[src/hdl/ssd_pkg.sv]
package ssd_pkg;

  localparam int DIGITS_DEF = 8;
  localparam int VALUE_W    = 27;
  localparam int SEL_W      = 3;
  localparam int SEG_W      = 8;
  localparam int CNT_W      = $clog2(VALUE_W);

  localparam logic KIND_LOAD = 1'b0;
  localparam logic KIND_SCAN = 1'b1;

  // Commands from the controller to the datapath.
  typedef struct packed {
    logic load;   // take a new number into the converter
    logic shift;  // one double-dabble step
    logic write;  // write the converted patterns into the display store
    logic scan;   // drive the current position and advance it
  } ssd_cmd_t;

  // Status from the datapath to the controller.
  typedef struct packed {
    logic conv_last;  // the current shift is the last one
    logic out_busy;   // a result waits and the receiver stalls
  } ssd_sts_t;

  // Common-cathode pattern of one decimal digit.
  function automatic logic [SEG_W-1:0] seg_code(input logic [3:0] d);
    logic [SEG_W-1:0] s;
    unique case (d)
      4'd0:    s = 8'h3F;
      4'd1:    s = 8'h06;
      4'd2:    s = 8'h5B;
      4'd3:    s = 8'h4F;
      4'd4:    s = 8'h66;
      4'd5:    s = 8'h6D;
      4'd6:    s = 8'h7D;
      4'd7:    s = 8'h07;
      4'd8:    s = 8'h7F;
      4'd9:    s = 8'h6F;
      default: s = 8'h00;
    endcase
    return s;
  endfunction

endpackage

[src/hdl/ssd_ctrl.sv]
module ssd_ctrl import ssd_pkg::*; (
  input  logic     clk,
  input  logic     rst_n,
  input  logic     in_valid,
  input  logic     in_kind,
  output logic     in_stall,
  input  ssd_sts_t sts,
  output ssd_cmd_t cmd
);

  typedef enum logic [2:0] {
    ST_IDLE  = 3'b001,
    ST_CONV  = 3'b010,
    ST_WRITE = 3'b100
  } state_t;

  state_t state_r, state_nxt;
  logic   accept;

  assign in_stall = (state_r != ST_IDLE) || sts.out_busy;
  assign accept   = in_valid && !in_stall;

  always_comb begin
    state_nxt = state_r;
    cmd       = '0;
    unique case (state_r)
      ST_IDLE: begin
        if (accept) begin
          if (in_kind == KIND_LOAD) begin
            cmd.load  = 1'b1;
            state_nxt = ST_CONV;
          end else begin
            cmd.scan = 1'b1;
          end
        end
      end
      ST_CONV: begin
        cmd.shift = 1'b1;
        if (sts.conv_last) begin
          state_nxt = ST_WRITE;
        end
      end
      ST_WRITE: begin
        cmd.write = 1'b1;
        state_nxt = ST_IDLE;
      end
      default: state_nxt = ST_IDLE;
    endcase
  end

  always_ff @(posedge clk) begin
    if (!rst_n) begin
      state_r <= ST_IDLE;
    end else begin
      state_r <= state_nxt;
    end
  end

endmodule

[src/hdl/ssd_dp.sv]
module ssd_dp import ssd_pkg::*; #(
  parameter int DIGITS = DIGITS_DEF
) (
  input  logic               clk,
  input  logic               rst_n,
  input  logic [VALUE_W-1:0] in_value,
  input  ssd_cmd_t           cmd,
  output ssd_sts_t           sts,
  output logic               out_valid,
  input  logic               out_stall,
  output logic [SEL_W-1:0]   out_digit_select,
  output logic [SEG_W-1:0]   out_segments
);

  localparam int BCD_W = 4 * DIGITS;

  logic [VALUE_W-1:0] bin_r;
  logic [BCD_W-1:0]   bcd_r, bcd_adj;
  logic               ovf_r;
  logic [CNT_W-1:0]   cnt_r;
  logic [SEG_W-1:0]   store_r [DIGITS];
  logic [SEG_W-1:0]   pat     [DIGITS];
  logic [SEG_W-1:0]   rd_seg;
  logic [SEL_W-1:0]   pos_r;
  logic               out_valid_r;
  logic [SEL_W-1:0]   sel_r;
  logic [SEG_W-1:0]   seg_r;

  assign sts.conv_last = (cnt_r == CNT_W'(VALUE_W - 1));
  assign sts.out_busy  = out_valid_r && out_stall;

  // Add-3 correction on every decimal digit before the shift.
  always_comb begin
    for (int k = 0; k < DIGITS; k++) begin
      if (bcd_r[4*k +: 4] >= 4'd5) begin
        bcd_adj[4*k +: 4] = bcd_r[4*k +: 4] + 4'd3;
      end else begin
        bcd_adj[4*k +: 4] = bcd_r[4*k +: 4];
      end
    end
  end

  // Digit k counts from the right. A position is blank when it is not the
  // rightmost one and neither it nor any more significant digit is nonzero.
  // The overflow flag stands for digits beyond the display.
  always_comb begin
    logic acc;
    acc = ovf_r;
    for (int k = DIGITS - 1; k >= 0; k--) begin
      acc = acc || (bcd_r[4*k +: 4] != 4'd0);
      if (k != 0 && !acc) begin
        pat[DIGITS-1-k] = '0;
      end else begin
        pat[DIGITS-1-k] = seg_code(bcd_r[4*k +: 4]);
      end
    end
  end

  always_comb begin
    rd_seg = '0;
    for (int p = 0; p < DIGITS; p++) begin
      if (pos_r == SEL_W'(p)) begin
        rd_seg = store_r[p];
      end
    end
  end

  always_ff @(posedge clk) begin
    if (cmd.load) begin
      bin_r <= in_value;
      bcd_r <= '0;
      ovf_r <= 1'b0;
      cnt_r <= '0;
    end else if (cmd.shift) begin
      bin_r <= {bin_r[VALUE_W-2:0], 1'b0};
      bcd_r <= {bcd_adj[BCD_W-2:0], bin_r[VALUE_W-1]};
      ovf_r <= ovf_r || bcd_adj[BCD_W-1];
      cnt_r <= cnt_r + CNT_W'(1);
    end
  end

  always_ff @(posedge clk) begin
    if (!rst_n) begin
      for (int p = 0; p < DIGITS; p++) begin
        store_r[p] <= '0;
      end
    end else if (cmd.write) begin
      for (int p = 0; p < DIGITS; p++) begin
        store_r[p] <= pat[p];
      end
    end
  end

  always_ff @(posedge clk) begin
    if (!rst_n) begin
      pos_r       <= '0;
      out_valid_r <= 1'b0;
    end else begin
      if (cmd.scan) begin
        out_valid_r <= 1'b1;
        if (pos_r == SEL_W'(DIGITS - 1)) begin
          pos_r <= '0;
        end else begin
          pos_r <= pos_r + SEL_W'(1);
        end
      end else if (out_valid_r && !out_stall) begin
        out_valid_r <= 1'b0;
      end
    end
  end

  always_ff @(posedge clk) begin
    if (cmd.scan) begin
      sel_r <= pos_r;
      seg_r <= rd_seg;
    end
  end

  assign out_valid        = out_valid_r;
  assign out_digit_select = sel_r;
  assign out_segments     = seg_r;

`ifndef NO_ASSERTIONS
  a_pos_range: assert property (@(posedge clk) disable iff (!rst_n)
    pos_r <= SEL_W'(DIGITS - 1))
    else $error("scan position beyond the last digit");

  a_write_after_conv: assert property (@(posedge clk) disable iff (!rst_n)
    cmd.write |-> $past(cmd.shift && sts.conv_last))
    else $error("store written without a finished conversion");

  a_no_overwrite: assert property (@(posedge clk) disable iff (!rst_n)
    cmd.scan |-> !(out_valid_r && out_stall))
    else $error("scan request overwrites a stalled result");

  a_scan_shows: assert property (@(posedge clk) disable iff (!rst_n)
    cmd.scan |=> out_valid_r)
    else $error("scan request gave no result");
`endif

endmodule

[src/hdl/seven_segment_scan_display.sv]
// Channel  Direction  Handshake           Payload
// in_      input      in_valid/in_stall   in_kind, in_value
// out_     output     out_valid/out_stall out_digit_select, out_segments
//
// A scan request's result appears in the output register the cycle after it
// is accepted. A load request is accepted, then runs one double-dabble shift
// per bit of in_value, then one store write. in_stall is high while a
// conversion or its store write runs and while a result waits under
// out_stall. Reset (synchronous, active low) blanks the display store and
// sets the scan position to the leftmost digit.
module seven_segment_scan_display import ssd_pkg::*; #(
  parameter int DIGITS = DIGITS_DEF
) (
  input  logic               clk,
  input  logic               rst_n,
  input  logic               in_valid,
  output logic               in_stall,
  input  logic               in_kind,
  input  logic [VALUE_W-1:0] in_value,
  output logic               out_valid,
  input  logic               out_stall,
  output logic [SEL_W-1:0]   out_digit_select,
  output logic [SEG_W-1:0]   out_segments
);

  ssd_cmd_t cmd;
  ssd_sts_t sts;

  ssd_ctrl u_ctrl (
    .clk      (clk),
    .rst_n    (rst_n),
    .in_valid (in_valid),
    .in_kind  (in_kind),
    .in_stall (in_stall),
    .sts      (sts),
    .cmd      (cmd)
  );

  ssd_dp #(
    .DIGITS (DIGITS)
  ) u_dp (
    .clk              (clk),
    .rst_n            (rst_n),
    .in_value         (in_value),
    .cmd              (cmd),
    .sts              (sts),
    .out_valid        (out_valid),
    .out_stall        (out_stall),
    .out_digit_select (out_digit_select),
    .out_segments     (out_segments)
  );

endmodule
[config.mk]
export PLATFORM = sky130hd
export DESIGN_NAME = seven_segment_scan_display
export DESIGN_NICKNAME = d
export VERILOG_FILES = /design/src/hdl/ssd_pkg.sv /design/src/hdl/ssd_ctrl.sv /design/src/hdl/ssd_dp.sv /design/src/hdl/seven_segment_scan_display.sv
export SDC_FILE = /design/constraint.sdc
export NUM_CORES = 1
export LEC_CHECK = 0
export BUFFER_PORTS_ARGS = -buffer_cell sky130_fd_sc_hd__buf_2
export CAP_MARGIN = 20
export CORE_MARGIN = 2
export CORE_UTILIZATION = 63
export CTS_CLUSTER_SIZE = 30
export DETAILED_ROUTE_END_ITERATION = 12
export PLACE_DENSITY = 0.89
export SYNTH_ARGS = -nofsm -noshare
export SYNTH_HDL_FRONTEND = slang
export SYNTH_SLANG_ARGS = --single-unit
[constraint.sdc]
create_clock -name clk -period 5.8 [get_ports clk]
set_input_delay 0.87 -clock clk [delete_from_list [all_inputs] [get_ports clk]]
set_output_delay 0.87 -clock clk [all_outputs]
set_load 0.05 [all_outputs]
### Yosys cells after proc, flatten, opt, wreduce, memory -nomap -nowiden

Memories as Yosys holds them, arrays and structs flattened. A register that Yosys moved wholly into a read port is not among the register bits.
Index checks and enable logic that the tools add are counted.

* register bits: 83
* RAM bits: 64
* ROM bits: 896
* bits of input ports: 32
* logic and storage cells: 152
* memories: 9

Memory list
* (name not given): depth 16, bits a word 7, read ports 1, clocked after memory_dff 1, write ports 0, RTL line ssd_pkg.sv:29 `unique case (d)`
* (name not given): depth 16, bits a word 7, read ports 1, clocked after memory_dff 1, write ports 0, RTL line ssd_pkg.sv:29
* (name not given): depth 16, bits a word 7, read ports 1, clocked after memory_dff 1, write ports 0, RTL line ssd_pkg.sv:29
* (name not given): depth 16, bits a word 7, read ports 1, clocked after memory_dff 1, write ports 0, RTL line ssd_pkg.sv:29
* (name not given): depth 16, bits a word 7, read ports 1, clocked after memory_dff 1, write ports 0, RTL line ssd_pkg.sv:29
* (name not given): depth 16, bits a word 7, read ports 1, clocked after memory_dff 1, write ports 0, RTL line ssd_pkg.sv:29
* 3 more memories

* $add $sub $neg: 10
* order comparisons: 8
* equal/unequal tests: 15
* muxes and demuxes: 68
* bitwise logic cells: 8
* reduce and logical (&&, ||, !) cells: 25

Operator list (number)
* $mux 8: 23
* $mux 4: 24
* $mux 27: 2
* $add 4x2->4 const B: 8
* $ge 4x3->1 const B: 8
* $reduce_bool 4->1: 7
* $eq 3x3->1 const B: 5
* $mux 1: 14
* $mux 3: 4
* $eq 3x2->1 const B: 3
* $logic_or 1x1->1: 9
* $or 1x1->1: 8
* $eq 3x1->1 const B: 2
* $pmux 3 s2: 1
* $add 5x1->5 const B: 1
* $eq 5x5->1 const B: 1
* $ne 2x2->1 const B: 2
* $reduce_bool 2->1: 2
* $add 3x1->3 const B: 1
* $logic_and 1x1->1: 3
* $logic_not 3->1: 1
* $ne 3x1->1 const B: 1
* $reduce_and 3->1: 1
* $logic_not 1->1: 2
* $ne 2x1->1 const B: 1

### Depth between registers and ports, before layout

* word-level depth: 10
* gate-level depth with buffers: 11
* gate-level depth less buffers: 11

### Hierarchy

Synthesis repeated with hierarchy kept, for this count alone.

* cells, all modules: 941
* area, all modules: 9995.8 sq um

By module, submodules not included
* ssd_dp: times used 1, cells an instance 925, area each 9838.2 sq um
* ssd_ctrl: times used 1, cells an instance 16, area each 157.7 sq um

### Worst setup path before layout

OpenSTA, ideal clock, no wires.

* kind: input to register
* from: input port out_stall
* to: register u_dp.bin_r[0] (enable)
* library setup time: 0.445 ns
* arrival time: 2.614 ns
* required time: 5.355 ns
* setup slack: 2.742 ns
* stages on the path: 7
* cells stage by stage: nand2_1 > nand4b_1 > buf_2 > buf_2 > buf_2 > buf_1 > nand2_1

* word-level cells in the longest chain between the ends: 7

Ends and longest elaborated chain
* start: declaration: RTL line seven_segment_scan_display.sv:21 `input logic out_stall,`
* $logic_and 1x1->1: RTL line ssd_dp.sv:30 `assign sts.out_busy = out_valid_r && out_stall;`
* $logic_or 1x1->1: RTL line ssd_ctrl.sv:20 `assign in_stall = (state_r != ST_IDLE) || sts.out_busy;`
* $logic_not 1->1: RTL line ssd_ctrl.sv:21 `assign accept = in_valid && !in_stall;`
* $logic_and 1x1->1: RTL line ssd_ctrl.sv:21
* $mux 1: RTL line ssd_ctrl.sv:28 `if (accept) begin`
* $mux 1: RTL line ssd_ctrl.sv:26 `unique case (state_r)`
* $reduce_bool 2->1 (no source line)
* end signal: assignment: RTL line ssd_dp.sv:70 `bin_r <= in_value;`
* end signal: assignment: RTL line ssd_dp.sv:75 `bin_r <= {bin_r[VALUE_W-2:0], 1'b0};`
* end: declaration: RTL line ssd_dp.sv:17 `logic [VALUE_W-1:0] bin_r;`

Every way passes these cells.
A chain may end at the register's enable or synchronous reset.

### Worst setup path after layout

* from: register u_dp.pos_r[2]
* to: register u_dp.seg_r[2] (netlist: u_dp.out_segments[2]), data pin

* word-level cells in the longest chain between the ends: 9
* elaborated cells between the ends (all ways): 16

Ends and longest elaborated chain
* start: declaration: RTL line ssd_dp.sv:24 `logic [SEL_W-1:0] pos_r;`
* start signal: assignment: RTL line ssd_dp.sv:104 `pos_r <= pos_r + SEL_W'(1);`
* $logic_not 3->1: RTL line ssd_dp.sv:62 `if (pos_r == SEL_W'(p)) begin`
* $mux 8 (7 in a row): RTL line ssd_dp.sv:62
* $mux 8 (*): RTL line ssd_dp.sv:62
* named net u_dp.rd_seg[2]: RTL line ssd_dp.sv:23 `logic [SEG_W-1:0] rd_seg;`
* end signal: assignment: RTL line ssd_dp.sv:115 `seg_r <= rd_seg;`
* end: declaration: RTL line ssd_dp.sv:27 `logic [SEG_W-1:0] seg_r;`

The timed path passes the listed nets; every way through them passes the cells marked *.

==> impl_metrics.json <==
{
  "power.share.switching_pct": 25.6,
  "power.density_cell_area_mw_per_mm2": 261,
  "drc": 0,
  "die_y_um": 131,
  "critical-path-top-delay-family": "compound AO/OA/AOI/OAI gates",
  "hold_end": "u_dp.ovf_r",
  "netlist_instances": 993,
  "cts_setup_buffers": 0,
  "p_comb_share_pct": 8.8,
  "postRouteWirelength_um": 20300,
  "cts_htree_levels": 4,
  "layout_commonest_cell": "nand2_1",
  "synthArstFlopShare_pct": 0,
  "netlist_cell_types": 64,
  "floorplan.core_area_mm2": 0.0158,
  "port_buffers": 43,
  "routed-via-count": 7207,
  "maximum_clock_skew_at_final_layout_ns": 0.00592,
  "grt_first_pass_wirelength_um": 32500,
  "postSynthRegisterBits": 194,
  "rows": 46,
  "timing_worst_setup_path_type": "register to register",
  "slew_violations": 0,
  "min_from": "u_dp.ovf_r",
  "setup_viol": 0,
  "number_of_flops_mapped_to_enable_cells_by_yosys": 93,
  "relSlewSlack_pct": 36.6,
  "critPathRequiredTime_ns": 6.00,
  "muxShareOfSynthArea_pct": 1.98,
  "yosys.area_share.adder_pct": 9.77,
  "power.share.sequential_pct": 52.8,
  "r2r_slack_ns": 2.83,
  "min_delay_path_depth": 2,
  "worst_slew_pin_slew_ns": 0.951,
  "crit_path_start_kind": "register",
  "cts.hold.buffers_added": 0,
  "clkLatencyLatePin_ns": 0.44,
  "rsz_0062_raised_after_global_routing": "no",
  "switching_power_uw": 736,
  "wl_per_cell_um": 16.2,
  "globalRouteOverflowTotal": 0,
  "crit_path_max_incr_delay_ns": 0.57,
  "setup-tns-final_ns": 0,
  "synth_fp_nets": 1104,
  "antenna_violating_nets_post_route": 0,
  "netlist_area_mm2": 0.0101,
  "run_status": "finished, final reports clean",
  "worstSetupEndpointType": "register",
  "rr_startpoint": "u_dp.pos_r[2]",
  "gpl.final_weighted_congestion": 0.918,
  "drt-vias-per-instance": 5.77,
  "utilization_pct": 69.9,
  "synth_warnings": 0,
  "detail_route.iter0.violations": 634,
  "finalWorstPathRequiredPeriod_ns": 2.97,
  "clock_power_share_pct": 38.4,
  "timing.rr.end": "u_dp.out_segments[2]",
  "synth_top_flop_cell": "dfxtp_1",
  "hold_violations": 0,
  "synth_top_family_by_area": "compound AO/OA/AOI/OAI gates",
  "cellLeakagePower_uw": 0.00464,
  "n_antenna_cell": 0,
  "fraction_of_the_mapped_netlist_area_in_compound_gates_pct": 17.5,
  "postCtsResizedCells": 0,
  "cell_internal_pwr_uw": 2140,
  "timing.reg2reg.worst_path_depth": 7,
  "num_io_pins": 45,
  "grt_pass1_vias": 6798,
  "starting_density_pct": 64.2,
  "path_clk_slew_ns": 0.07,
  "share_of_the_synthesized_netlist_area_taken_by_xor_and_xnor_gates_pct": 0.346,
  "maxClockFrequency_ghz": 0.337,
  "dp.final_hpwl_um": 13700,
  "cp_num_buf_inv": 1,
  "synth_sequential_area_ratio_pct": 47.6,
  "flow.area_growth_from_synthesis_pct": 8.91,
  "grt_max_degree": 52,
  "first_pass_iteration_count_of_the_detailed_router": 5,
  "drive_gt1_share_pct": 12.4,
  "layout_worst_path_cycle_share_pct": 51.2,
  "worstPathMaxFanout": 17,
  "grt_antenna_before_repair": 0,
  "timing.critical_path.arrival_ns": 3.17,
  "peakVddDrop_mv": 0.208,
  "path_cells": "inv_1 -> ha_1 -> or2_2 -> a21oi_1 -> a222oi_1 -> o22ai_1 -> a22o_1",
  "fp.dieArea_mm2": 0.0171,
  "syn-mean-instance-area_um2": 10.2,
  "crit_path_slowest_cell": "a222oi_1",
  "class_of_the_worst_hold_path": "register to register",
  "gr-usage-all-layers_pct": 24.5,
  "cts-buffers-inserted": 17,
  "layout.cells.most_common_list": "nand2_1, dfxtp_1, edfxtp_1, inv_1, ha_1",
  "simple_gate_portion_of_the_synthesized_area_pct": 17.4,
  "num-fill-cells": 1132,
  "root_buffer": "clkbuf_16",
  "die_w_um": 131,
  "numClockSinks": 194,
  "tritoncts": "done",
  "final_nets": 1131,
  "number_of_max_cap_violations": 0,
  "clock_path_buffers": 2
}
-- power groups by stage --
| stage | Sequential, uW | Combinational [uW] | Clock [uW] |
|---|---|---|---|
| 5_1_grt | 1520 | 278 | 1170 |
| 3_5_place_dp | 1550 | 244 | 0 |
| 2_1_floorplan | 1560 | 162 | 0 |
| 4_1_cts | 1520 | 248 | 1110 |
| 6_report | 1520 | 254 | 1100 |
| 3_3_place_gp | 1550 | 237 | 0 |
-- per-stage QoR --
stage	total power (uW)	hold slack [ns]	area (um^2)	setup slack (ns)	cells
floorplan	1720	0.438	10100	2.74	993
global placement	1780	0.451	10400	2.77	1216
detailed placement	1790	0.471	10400	2.69	1216
CTS	2880	0.487	11000	2.86	1248
global route	2970	0.513	11000	2.68	1249
finish	2880	0.479	11000	2.83	1249
-- per-layer routing --
metal	global-route usage (%)	up-vias	routed length [um]
li1	-	3556	-
met1	29.8	3429	8650
met2	42.4	177	10300
met3	5.94	45	825
met4	9.14	0	465
met5	0	-	0
-- worst register-to-register path, stage by stage, from the launching register on --
cell and delay, ns:
dfxtp_1 0.50, inv_1 0.39, ha_1 0.51, or2_2 0.24, a21oi_1 0.05, a222oi_1 0.57, o22ai_1 0.24, a22o_1 0.22
-- cell usage after synthesis, drive strengths merged (8+ instances only) --
cell,instances,area (um^2)
a21o,8,60.1
nor3b,20,155
dfxtp,101,2020
o22ai,27,169
o311ai,8,77.6
clkbuf,15,56.3
or4b,8,83.8
mux2i,20,200
o211ai,8,60.1
inv,88,330
buf,27,165
or2,17,106
a31oi,8,50.1
ha,79,988
and2,62,388
nor2,58,230
nor3,9,45.0
a221oi,8,210
o21ai,56,322
and3,16,100
edfxtp,93,2790
a21oi,35,175
o21a,10,75.1
a2111oi,11,179
nand2,119,447
nand2b,8,50.1
a211oi,24,180
-- logic make-up after synthesis --
logic type | count (synthesis)
buf+inv | 130
simple gates | 339
compound gates | 226
mux | 20
fa+ha+maj | 79
xor+xnor | 4
other cells | 1
flops | 194
-- worst max path at each step --
stage	from	end	slack [ns]	cells past startpoint
6_report	u_dp.pos_r[2]	u_dp.out_segments[2]	2.83	7
5_1_grt	u_ctrl.state_r[1]	register	2.68	10
4_1_cts	u_ctrl.state_r[1]	register	2.86	10
3_5_place_dp	out_stall	register	2.69	10
3_3_place_gp	out_stall	register	2.77	10
2_1_floorplan	out_stall	u_dp.bin_r[0]	2.74	7
-- cell type report --
type	count	area [um^2]	area share, %
Clock buffer	17	425	3.86
Clock inverter	15	131	1.19
Inverter	88	330	3.00
Multi-Input combinational cell	669	4760	43.2
Sequential cell	194	4810	43.7
Tap cell	216	270	2.45
Timing Repair Buffer	50	288	2.61
No activity file was read; power rests on OpenSTA's default activity.
